File: src/sv/max_dot_product_match_core_defines.svh
// ----------------------------------------------------------------------------
// Assertion macros for the max dot product match core
// Shared clocking and reset handling for the concurrent checks.
// ----------------------------------------------------------------------------
`ifndef MAX_DOT_PRODUCT_MATCH_CORE_DEFINES_SVH
`define MAX_DOT_PRODUCT_MATCH_CORE_DEFINES_SVH

// Plain property, sampled on the core clock, off while reset is held.
`define MDPM_ASSERT(lbl, prop, msg) \
  lbl: assert property (@(posedge clk_i) disable iff (!rst_ni) (prop)) else $error(msg);

// Implication from a condition to a consequence in the same or later cycles.
`define MDPM_ASSERT_IMP(lbl, ante, cons, msg) \
  lbl: assert property (@(posedge clk_i) disable iff (!rst_ni) (ante) |-> (cons)) \
    else $error(msg);

`endif

File: src/sv/mdpm_pkg.sv
// ----------------------------------------------------------------------------
// mdpm_pkg
// Types and fixed widths shared by the max dot product match core.
// ----------------------------------------------------------------------------
package mdpm_pkg;

  localparam int unsigned ValueW = 16;
  localparam int unsigned KeyW   = 32;
  localparam int unsigned ScoreW = 37;
  localparam int unsigned ProdW  = 32;

  localparam logic MODE_SAMPLE = 1'b0;
  localparam logic MODE_QUERY  = 1'b1;

  localparam logic [ScoreW-1:0] ScoreMax = '1;

  typedef enum logic [1:0] {
    ST_IDLE,
    ST_FILL,
    ST_RUN,
    ST_EMIT
  } state_e;

  typedef struct packed {
    logic start;
    logic valid;
    logic use_prod;
    logic last;
  } mac_ctrl_t;

endpackage

File: src/sv/mdpm_mac.sv
// ----------------------------------------------------------------------------
// mdpm_mac
// Shared multiply-accumulate unit with running maximum over the entries.
// ----------------------------------------------------------------------------
module mdpm_mac #(
  parameter int unsigned ACC_W = 38,
  parameter int unsigned IDX_W = 6
) (
  input  logic                               clk_i,
  input  logic                               rst_ni,
  input  mdpm_pkg::mac_ctrl_t                ctrl_i,
  input  logic signed [mdpm_pkg::ValueW-1:0] vec_i,
  input  logic signed [mdpm_pkg::ValueW-1:0] val_i,
  input  logic signed [ACC_W-1:0]            acc_i,
  input  logic [mdpm_pkg::KeyW-1:0]          key_i,
  input  logic [IDX_W-1:0]                   idx_i,
  output logic                               wb_valid_o,
  output logic [IDX_W-1:0]                   wb_idx_o,
  output logic signed [ACC_W-1:0]            wb_data_o,
  output logic signed [ACC_W-1:0]            best_o,
  output logic [mdpm_pkg::KeyW-1:0]          best_key_o,
  output logic                               found_o
);

  logic signed [mdpm_pkg::ProdW-1:0] prod_d, prod_q;
  logic signed [ACC_W-1:0]           acc_q;
  logic [mdpm_pkg::KeyW-1:0]         key_q;
  logic [IDX_W-1:0]                  idx_q;
  logic                              v_q, last_q;
  logic signed [ACC_W-1:0]           sum;
  logic signed [ACC_W-1:0]           best_q;
  logic [mdpm_pkg::KeyW-1:0]         best_key_q;
  logic                              found_q;

  always_comb begin
    prod_d = '0;
    if (ctrl_i.use_prod) begin
      prod_d = vec_i * val_i;
    end
  end

  always_ff @(posedge clk_i) begin
    prod_q <= prod_d;
    acc_q  <= acc_i;
    key_q  <= key_i;
    idx_q  <= idx_i;
    last_q <= ctrl_i.last;
  end

  always_ff @(posedge clk_i or negedge rst_ni) begin
    if (!rst_ni) begin
      v_q <= 1'b0;
    end else begin
      v_q <= ctrl_i.valid;
    end
  end

  assign sum = acc_q + ACC_W'(prod_q);

  // On the closing element the accumulator is retired: its final value feeds the
  // maximum and a zero goes back for the next query.
  assign wb_valid_o = v_q;
  assign wb_idx_o   = idx_q;
  assign wb_data_o  = last_q ? '0 : sum;

  always_ff @(posedge clk_i or negedge rst_ni) begin
    if (!rst_ni) begin
      best_q     <= '0;
      best_key_q <= '0;
      found_q    <= 1'b0;
    end else if (ctrl_i.start) begin
      best_q     <= '0;
      best_key_q <= '0;
      found_q    <= 1'b0;
    end else if (v_q && last_q && (sum > best_q)) begin
      best_q     <= sum;
      best_key_q <= key_q;
      found_q    <= 1'b1;
    end
  end

  assign best_o     = best_q;
  assign best_key_o = best_key_q;
  assign found_o    = found_q;

endmodule

File: config.mk
export PLATFORM = sky130hd
export DESIGN_NAME = mdpm_mac
export DESIGN_NICKNAME = d
export VERILOG_FILES = /design/src/sv/max_dot_product_match_core_defines.svh /design/src/sv/mdpm_pkg.sv /design/src/sv/mdpm_mac.sv
export SDC_FILE = /design/constraint.sdc
export NUM_CORES = 1
export LEC_CHECK = 0
export ABC_AREA = 0
export BUFFER_PORTS_ARGS = -buffer_cell sky130_fd_sc_hd__clkbuf_2
export CORE_UTILIZATION = 45
export DETAILED_ROUTE_END_ITERATION = 8
export PLACE_DENSITY_LB_ADDON = 0.12
export SYNTH_ARGS = -nofsm -noshare
export SYNTH_HDL_FRONTEND = slang
export SYNTH_SLANG_ARGS = --single-unit
File: constraint.sdc
create_clock -name clk_i -period 9.9 [get_ports clk_i]
set_clock_uncertainty 0.05 [all_clocks]
set_input_delay 0.495 -clock clk_i [delete_from_list [all_inputs] [get_ports clk_i]]
set_output_delay 0.495 -clock clk_i [all_outputs]
set_load 0.02 [all_outputs]
* Word level (Yosys, flattened, before mapping)
Index checks and enable logic that the tools add are counted.
** Storage, ports and cells
- Register bits after elaboration :: 181
- Input port bits :: 114
- Output and inout port bits :: 116
- Word-level logic and storage cells :: 22
** Cells by class
- Add/subtract/negate cells :: 1
- $mul :: 1
- Order comparisons :: 1
- Muxes and demuxes :: 7
- Reduce and logical (&&, ||, !) cells :: 3
** Operator list (number)
- $mux 38 :: 3
- $mux 32 :: 2
- $add 38x32->38 :: 1
- $gt 38x38->1 :: 1
- $mul 16x16->32 :: 1
- $logic_and 1x1->1 :: 2
- $mux 1 :: 2
- $reduce_bool 2->1 :: 1

* Logic depth before layout (Yosys ltp)
Gate-level depths: netlist (run 1).
- Depth after elaboration :: 5
- Depth in mapped cells :: 24
- Depth with buffers taken out :: 23

* Worst setup path before layout (run 1)
OpenSTA, ideal clock, no wires.
- Path kind :: input to register
- From :: in vec_i[7] (netlist bit)
- To :: reg prod_q[29] (netlist bit)
- Library setup time :: 0.115 ns
- Arrival :: 5.924 ns
- Required time :: 9.735 ns
- Path slack :: 3.811 ns
- Stages :: 23
- Path buffers :: 1
- Cells stage by stage :: clkbuf_1 -> nand2_1 -> fa_1 -> inv_1 -> fa_1 -> inv_1 -> fa_1 -> inv_1 -> fa_1 -> fa_1 -> inv_1 -> fa_1 -> inv_1 -> ha_1 -> a21o_1 -> a21o_1 -> a21oi_1 -> o21ai_0 -> a211oi_1 -> a31oi_1 -> a221oi_1 -> xnor2_1 -> and2_1
** Between the ends
- Longest elaborated chain between the ends :: 1
** RTL lines
- from (decl) :: line mdpm_mac.sv:12 : input logic signed [mdpm_pkg::ValueW-1:0] vec_i,
- $mul 16x16->32 :: line mdpm_mac.sv:38 : prod_d = vec_i * val_i;
- to (signal assigned) :: line mdpm_mac.sv:43 : prod_q <= prod_d;
- to (decl) :: line mdpm_mac.sv:25 : logic signed [mdpm_pkg::ProdW-1:0] prod_d, prod_q;
Every way passes these cells.
A chain may end at the register's enable or synchronous reset.

* Worst setup path after layout (run 1)
- From :: in vec_i[10] (netlist bit)
- To :: reg prod_q[29] (netlist bit)
Same word-level chain as after synthesis.

==> run_results.csv, run 1 <==
group,metric,value,unit
clocking,cts.sinks,181,
global_route,track_usage,0.220,
synthesis,synth.most_common_cell,"inv_1",
timing,finalCriticalPeriod,6.29,ns
global_route,met2_usage,0.360,
synthesis,synthArstFlopShare,0.398,
synthesis,synthFlopType,"dfxtp_1",
status,status,"complete, no violations",
setup_path,cp-start-kind,"primary input",
synthesis,syn_nets,2528,
synthesis,yosys.area_share.adder,0.396,
placed_design,gp_routability_congestion,0.878,
global_route,grt_max_degree,73,
finish,final_cell_area,20400,um2
global_route,grt_first_pass_wirelength,71.9,mm
timing,maxSlewViolCount,0,
clocking,cts_tree,"done",
floorplanning,io_pins,230,
synthesis,synth-simple-area-share,0.156,
floorplanning,dieArea,41400,um2
setup_path,path_class,"in -> reg",
route,via_count,13300,
placed_design,place_hpwl,35.9,mm
clocking,cts-resized-gates,0,
floorplanning,rows,73,
setup_path,crit_path_max_fanout,16,
synthesis,synth_xor_area_frac,0.0317,
clocking,clk_pin_slew,0.07,ns
setup_path,max_stage_delay,0.53,ns
clocking,cts_buffers,17,
synthesis,syn_area,18200,um2
synthesis,synth_area_leaders,"fa_1 (29%), dfxtp_1 (12%), ha_1 (11%)",
synthesis,yosysTopAreaCellShare,0.289,
finish,area_growth_syn_to_layout,11.8,%
run,cap_violations,0,
synthesis,ys_seq_elements,181,
synthesis,synthMuxAreaShare,0.00274,
route,routed_wl,43.8,mm
synthesis,synthTopCellsByCount,"inv_1 (382), fa_1 (263), nand2_1 (252), and2_1 (160), ha_1 (157)",
synthesis,syn_inst,1994,
floorplanning,die_h,203,um
clocking,cts_root_buf,"clkbuf_16",
route,wl_per_cell,16.1,um
route,ant_nets,0,
clocking,post-cts-setup-buffer-count,0,
clocking,ctsHoldBuffers,0,
finish,diodes,0,
floorplanning,core,39800,um2
global_route,grt.met3_usage,0.0302,
synthesis,ys_warn_count,0,
global_route,top_usage_layer,"met2",
floorplanning,start_util,0.458,
timing,worst_slew_pin_slew,1.15,ns
floorplanning,dieWidth,203,um
timing,final-hold-violation-count,0,
setup_path,required,10.19,ns
synthesis,synth_seq_area_share,0.218,
setup_path,cp_data_arrival_time,6.58,ns
clocking,cts-htree-levels,4,
global_route,globalRouteMet1Util,0.304,
global_route,antenna_found_initial,0,
timing,finalCritPeriodShare,0.635,
setup_path,slowest_stage,"fa_1",
timing,maxSlewHeadroom,0.232,
finish,drive_gt1_frac,0.130,
route,route.detailed.drc,0,
clocking,clockBufferDepth,2,
setup_path,worstPathCellList,"clkbuf_2, and2_1, fa_1, inv_1, fa_1, fa_1, inv_1, fa_1, fa_1, inv_1, fa_1, inv_1, ha_1, a21o_1, a21o_1, a21oi_1, o21ai_0, a211oi_1, a31oi_1, a221oi_1, xnor2_1, and2_1",
synthesis,synth-compound-area-share,0.102,
synthesis,synth_edf_count,0,
finish,final_cells,2714,
setup_path,critPathCaptureType,"flip-flop",
finish,fin_util,0.512,
synthesis,synth_top_area_cell,"fa_1",
placed_design,dp.cells,2682,
global_route,grt-ovfl-total,0,
placed_design,io_buffers,229,
timing,fmax,159,MHz
timing,rsz0062_at_grt,"false",
timing,finalSetupViolations,0,
timing,finalSetupTns,0,ns
route,routed_via_density,4.91,
synthesis,synth_cell_type_count,61,
synthesis,synth_area_per_cell,9.15,um2
route,drt_iter0_markers,571,
placed_design,post_dp_cell_area,19800,um2
finish,nets,2710,
setup_path,crit_path_frequent_cell,"fa_1",
route,dr.pass1.iters,5,
clocking,clkLatencyLatePin,0.45,ns
hold_path,hp-class,"in -> reg",
global_route,grt_pass1_vias,14000,
synthesis,synth_top_family_by_area,"adder cells",
flip-flops by register name, summed over array words and instances (netlist names):
name and count:
found_o 1, best_o 38, last_q 1, prod_q 32, wb_valid_o 1, acc_q 38, best_key_o 32, key_q 32
wb_idx_o 6
layout by cell type (no fill, tap or decap), drive strengths merged, types with 2 or more instances in the layout:
cell,instances
o31a,2
xnor2,43
ha,157
clkinvlp,4
o21bai,10
mux2i,5
nand4,15
a31oi,16
dfxtp,109
buf,4
a221oi,5
o211ai,4
nor2,57
a21o,46
o21ai,52
nand2b,13
inv,386
clkinv,4
clkbuf,247
bufinv,2
nor2b,25
o2111ai,2
nand3,23
xor2,23
or3,7
nand2,252
a2111o,2
nor3,13
and2,160
a21oi,115
a21boi,2
dfrtp,72
fa,263
and4,2
a2111oi,3
and3,9
o21a,9
a211oi,11
a31o,2
cell families after synthesis:
family | after synthesis
and+or+nand+nor | 581
buffers and inverters | 452
adders and majority gates | 420
AOI/OAI and AO/OA | 289
DFF | 181
xor gates and xnor gates | 66
muxes | 5
final timing paths:
path | slack [ns] | cells after the start | startpoint | endpoint
setup reg to reg | 3.93 | 20 | prod_q[6] | best_o[20]
max in group asynchronous | 9.01 | 1 | rst_ni | best_key_o[5]
hold / removal | 0.09 | 1 | idx_i[5] | wb_idx_o[5]
setup / recovery | 3.61 | 22 | vec_i[10] | prod_q[29]
hold reg to reg | 0.38 | 2 | key_q[4] | best_key_o[4]
min in group asynchronous | 0.15 | 1 | rst_ni | best_o[0]
metrics by stage:
stage / hold WS [ns] / worst slack, ns
finish: 0.0936 / 3.61
floorplan: 0.149 / 3.81
detailed placement: 0.374 / 3.14
global route: 0.0689 / 3.29
CTS: 0.0687 / 3.63
global placement: 0.366 / 3.28
critical path, delay by kind of cell:
family	cells	cell delay [ns]
AOI/OAI and AO/OA	7	1.73
buffers and inverters	5	0.47
xor gates and xnor gates	1	0.09
adders and majority gates	7	3.35
and+or+nand+nor	2	0.43
cell type report:
| class | count | area [um2] |
|---|---|---|
| Multi-Input combinational cell | 1361 | 12600 |
| Timing Repair Buffer | 232 | 1170 |
| Clock buffer | 19 | 443 |
| Fill cell | 3835 | 19400 |
| Clock inverter | 13 | 148 |
| Sequential cell | 181 | 3980 |
| Tap cell | 525 | 657 |
| Inverter | 383 | 1440 |
metal layers:
layer / up-vias / wire length [um] / part of all wire
li1: 6554 / - / -
met1: 6455 / 21300 / 0.49
met2: 287 / 19900 / 0.45
met3: 35 / 1790 / 0.041
met4: 0 / 804 / 0.018
met5: - / 0 / 0
Power of run 1 is left out: the tool's default activity adds up to more than one toggle a clock period on the data nets, which glitch-free logic cannot reach.
==> run 2: changes to the inputs <==
==> constraint.sdc (replaced) <==
create_clock -name clk_i -period 5.67 [get_ports clk_i]
set_clock_uncertainty 0.05 [all_clocks]
set_input_delay 0.2835 -clock clk_i [delete_from_list [all_inputs] [get_ports clk_i]]
set_output_delay 0.2835 -clock clk_i [all_outputs]
set_load 0.02 [all_outputs]
==> run_results.csv, run 2 (synthesis gave the netlist of run 1 again) <==
group,metric,value,unit
global_route,grt_pass1_vias,14800,
setup_path,worstPathCellList,"buf_2, and2_1, fa_1, inv_1, fa_1, inv_1, fa_1, fa_1, fa_1, inv_1, fa_1, inv_1, ha_4, and4_1, nand4_1, or3_1, o21a_2, a2111oi_4, o21ai_1, a21oi_1, mux2i_1",
timing,timing.hold.ws,0.323,ns
timing,finalCriticalPeriod,5.48,ns
route,wl_per_cell,15.2,um
route,via_count,14000,
clocking,clkLatencyLatePin,0.44,ns
timing,final-hold-violation-count,0,
finish,final_common_cell,"inv_1",
placed_design,io_buffers,229,
route,routed_wl,44.4,mm
timing,finalSetupViolations,0,
timing,fmax,182,MHz
setup_path,cpLargestDelayFamily,"adder cells",
placed_design,dp_slack,-0.551,ns
finish,area_growth_syn_to_layout,23.2,%
route,route.detailed.drc,0,
floorplanning,io_pins,230,
clocking,cts_root_buf,"clkbuf_16",
route,ant_nets,0,
finish,n_fill_cell,3623,
route,dr.pass1.iters,5,
setup_path,crit_buf_inv,5,
floorplanning,dieArea,41400,um2
hold_path,hp-class,"in -> reg",
global_route,antenna_found_initial,0,
placed_design,place_hpwl,37.4,mm
global_route,grt-ovfl-total,0,
timing,maxSlewViolCount,0,
finish,diodes,0,
global_route,grt_first_pass_wirelength,73.6,mm
timing,finalSetupTns,0,ns
setup_path,cp_data_arrival_time,5.81,ns
finish,final_cells,2919,
setup_path,crit_path_frequent_cell,"fa_1",
timing,rsz0062_at_grt,"true",
setup_path,max_stage_delay,0.54,ns
clocking,clockBufferDepth,2,
clocking,cts-htree-levels,4,
global_route,track_usage,0.222,
timing,layout_setup_ws,0.186,ns
floorplanning,die_h,203,um
clocking,cts_tree,"done",
finish,seq_area,3980,um2
setup_path,slowest_stage,"fa_1",
finish,multi_input_area,12800,um2
timing,worst_slew_pin_slew,0.929,ns
clocking,cts_buffers,17,
clocking,clk_pin_slew,0.07,ns
floorplanning,rows,73,
setup_path,critPathCaptureType,"flip-flop",
status,status,"complete, no violations",
route,routed_via_density,4.80,
floorplanning,core,39800,um2
finish,drive_gt1_frac,0.187,
clocking,cts.sinks,181,
setup_path,required,5.99,ns
setup_path,crit_path_max_fanout,8,
setup_path,path_class,"in -> reg",
finish,nets,2915,
run,cap_violations,0,
route,drt_iter0_markers,588,
placed_design,dp.cells,2806,
floorplanning,start_util,0.458,
floorplanning,dieWidth,203,um
setup_path,cp-start-kind,"primary input",
finish,final_cell_mix,"inv_1 (381), fa_1 (259), nand2_1 (248)",
timing,finalCritPeriodShare,0.967,
placed_design,gp_routability_congestion,0.921,
global_route,grt_max_degree,73,
timing,maxSlewHeadroom,0.381,
run 2: cell count changes in the layout (fill, tap and decap cells not counted), sizes merged:
cell / delta
buf: +136
bufinv: +1
clkbuf: -8
clkinv: -2
clkinvlp: -3
dlygate4sd3: +79
inv: +2
run 2: layout make-up:
class | count | share of cell area
Clock inverter | 11 | 0.00712
Timing Repair Buffer | 437 | 0.133
Inverter | 383 | 0.0639
Sequential cell | 181 | 0.177
Multi-Input combinational cell | 1361 | 0.568
Tap cell | 525 | 0.0292
Clock buffer | 21 | 0.0214
run 2: path summary, 6_finish.rpt:
check	cells past startpoint	end	start	slack [ns]
setup / recovery	21	prod_q[30]	vec_i[5]	0.19
hold / removal	3	prod_q[0]	vec_i[0]	0.32
setup reg to reg	22	best_o[24]	prod_q[0]	0.26
hold reg to reg	2	best_key_o[30]	key_q[30]	0.38
max in group asynchronous	2	best_key_o[9]	rst_ni	4.49
min in group asynchronous	2	best_o[0]	rst_ni	0.46
run 2: timing repair:
action,4_1_cts,5_1_grt
hold buffers,79,0
gates resized for setup,5,65
buffers inserted,0,2
pin swaps,0,16
setup endpoints to repair,4,16
endpoints found under the hold margin,150,0
run 2: worst register-to-register path, delay by kind of cell, from the launching register on:
family | cells | cell delay (ns)
AOI/OAI and AO/OA | 11 | 2.48
adders and majority gates | 3 | 0.92
buffers and inverters | 4 | 0.76
DFF | 1 | 0.36
xor gates and xnor gates | 1 | 0.24
and+or+nand+nor | 2 | 0.23
muxes | 1 | 0.23
run 2: stage by stage:
step / util / instance area, um2
after floorplan: - / 18400
after global placement: 0.524 / 20900
after detailed placement: 0.524 / 20900
after CTS: 0.560 / 22300
after global routing: 0.565 / 22500
final: 0.565 / 22500
run 2: layer usage:
metal,up-vias,GRT usage,part of all wire
li1,6967,-,-
met1,6773,0.292,0.47
met2,246,0.390,0.48
met3,30,0.0275,0.035
met4,0,0.0491,0.014
met5,-,0,0
Power of run 2 is left out for the same reason.
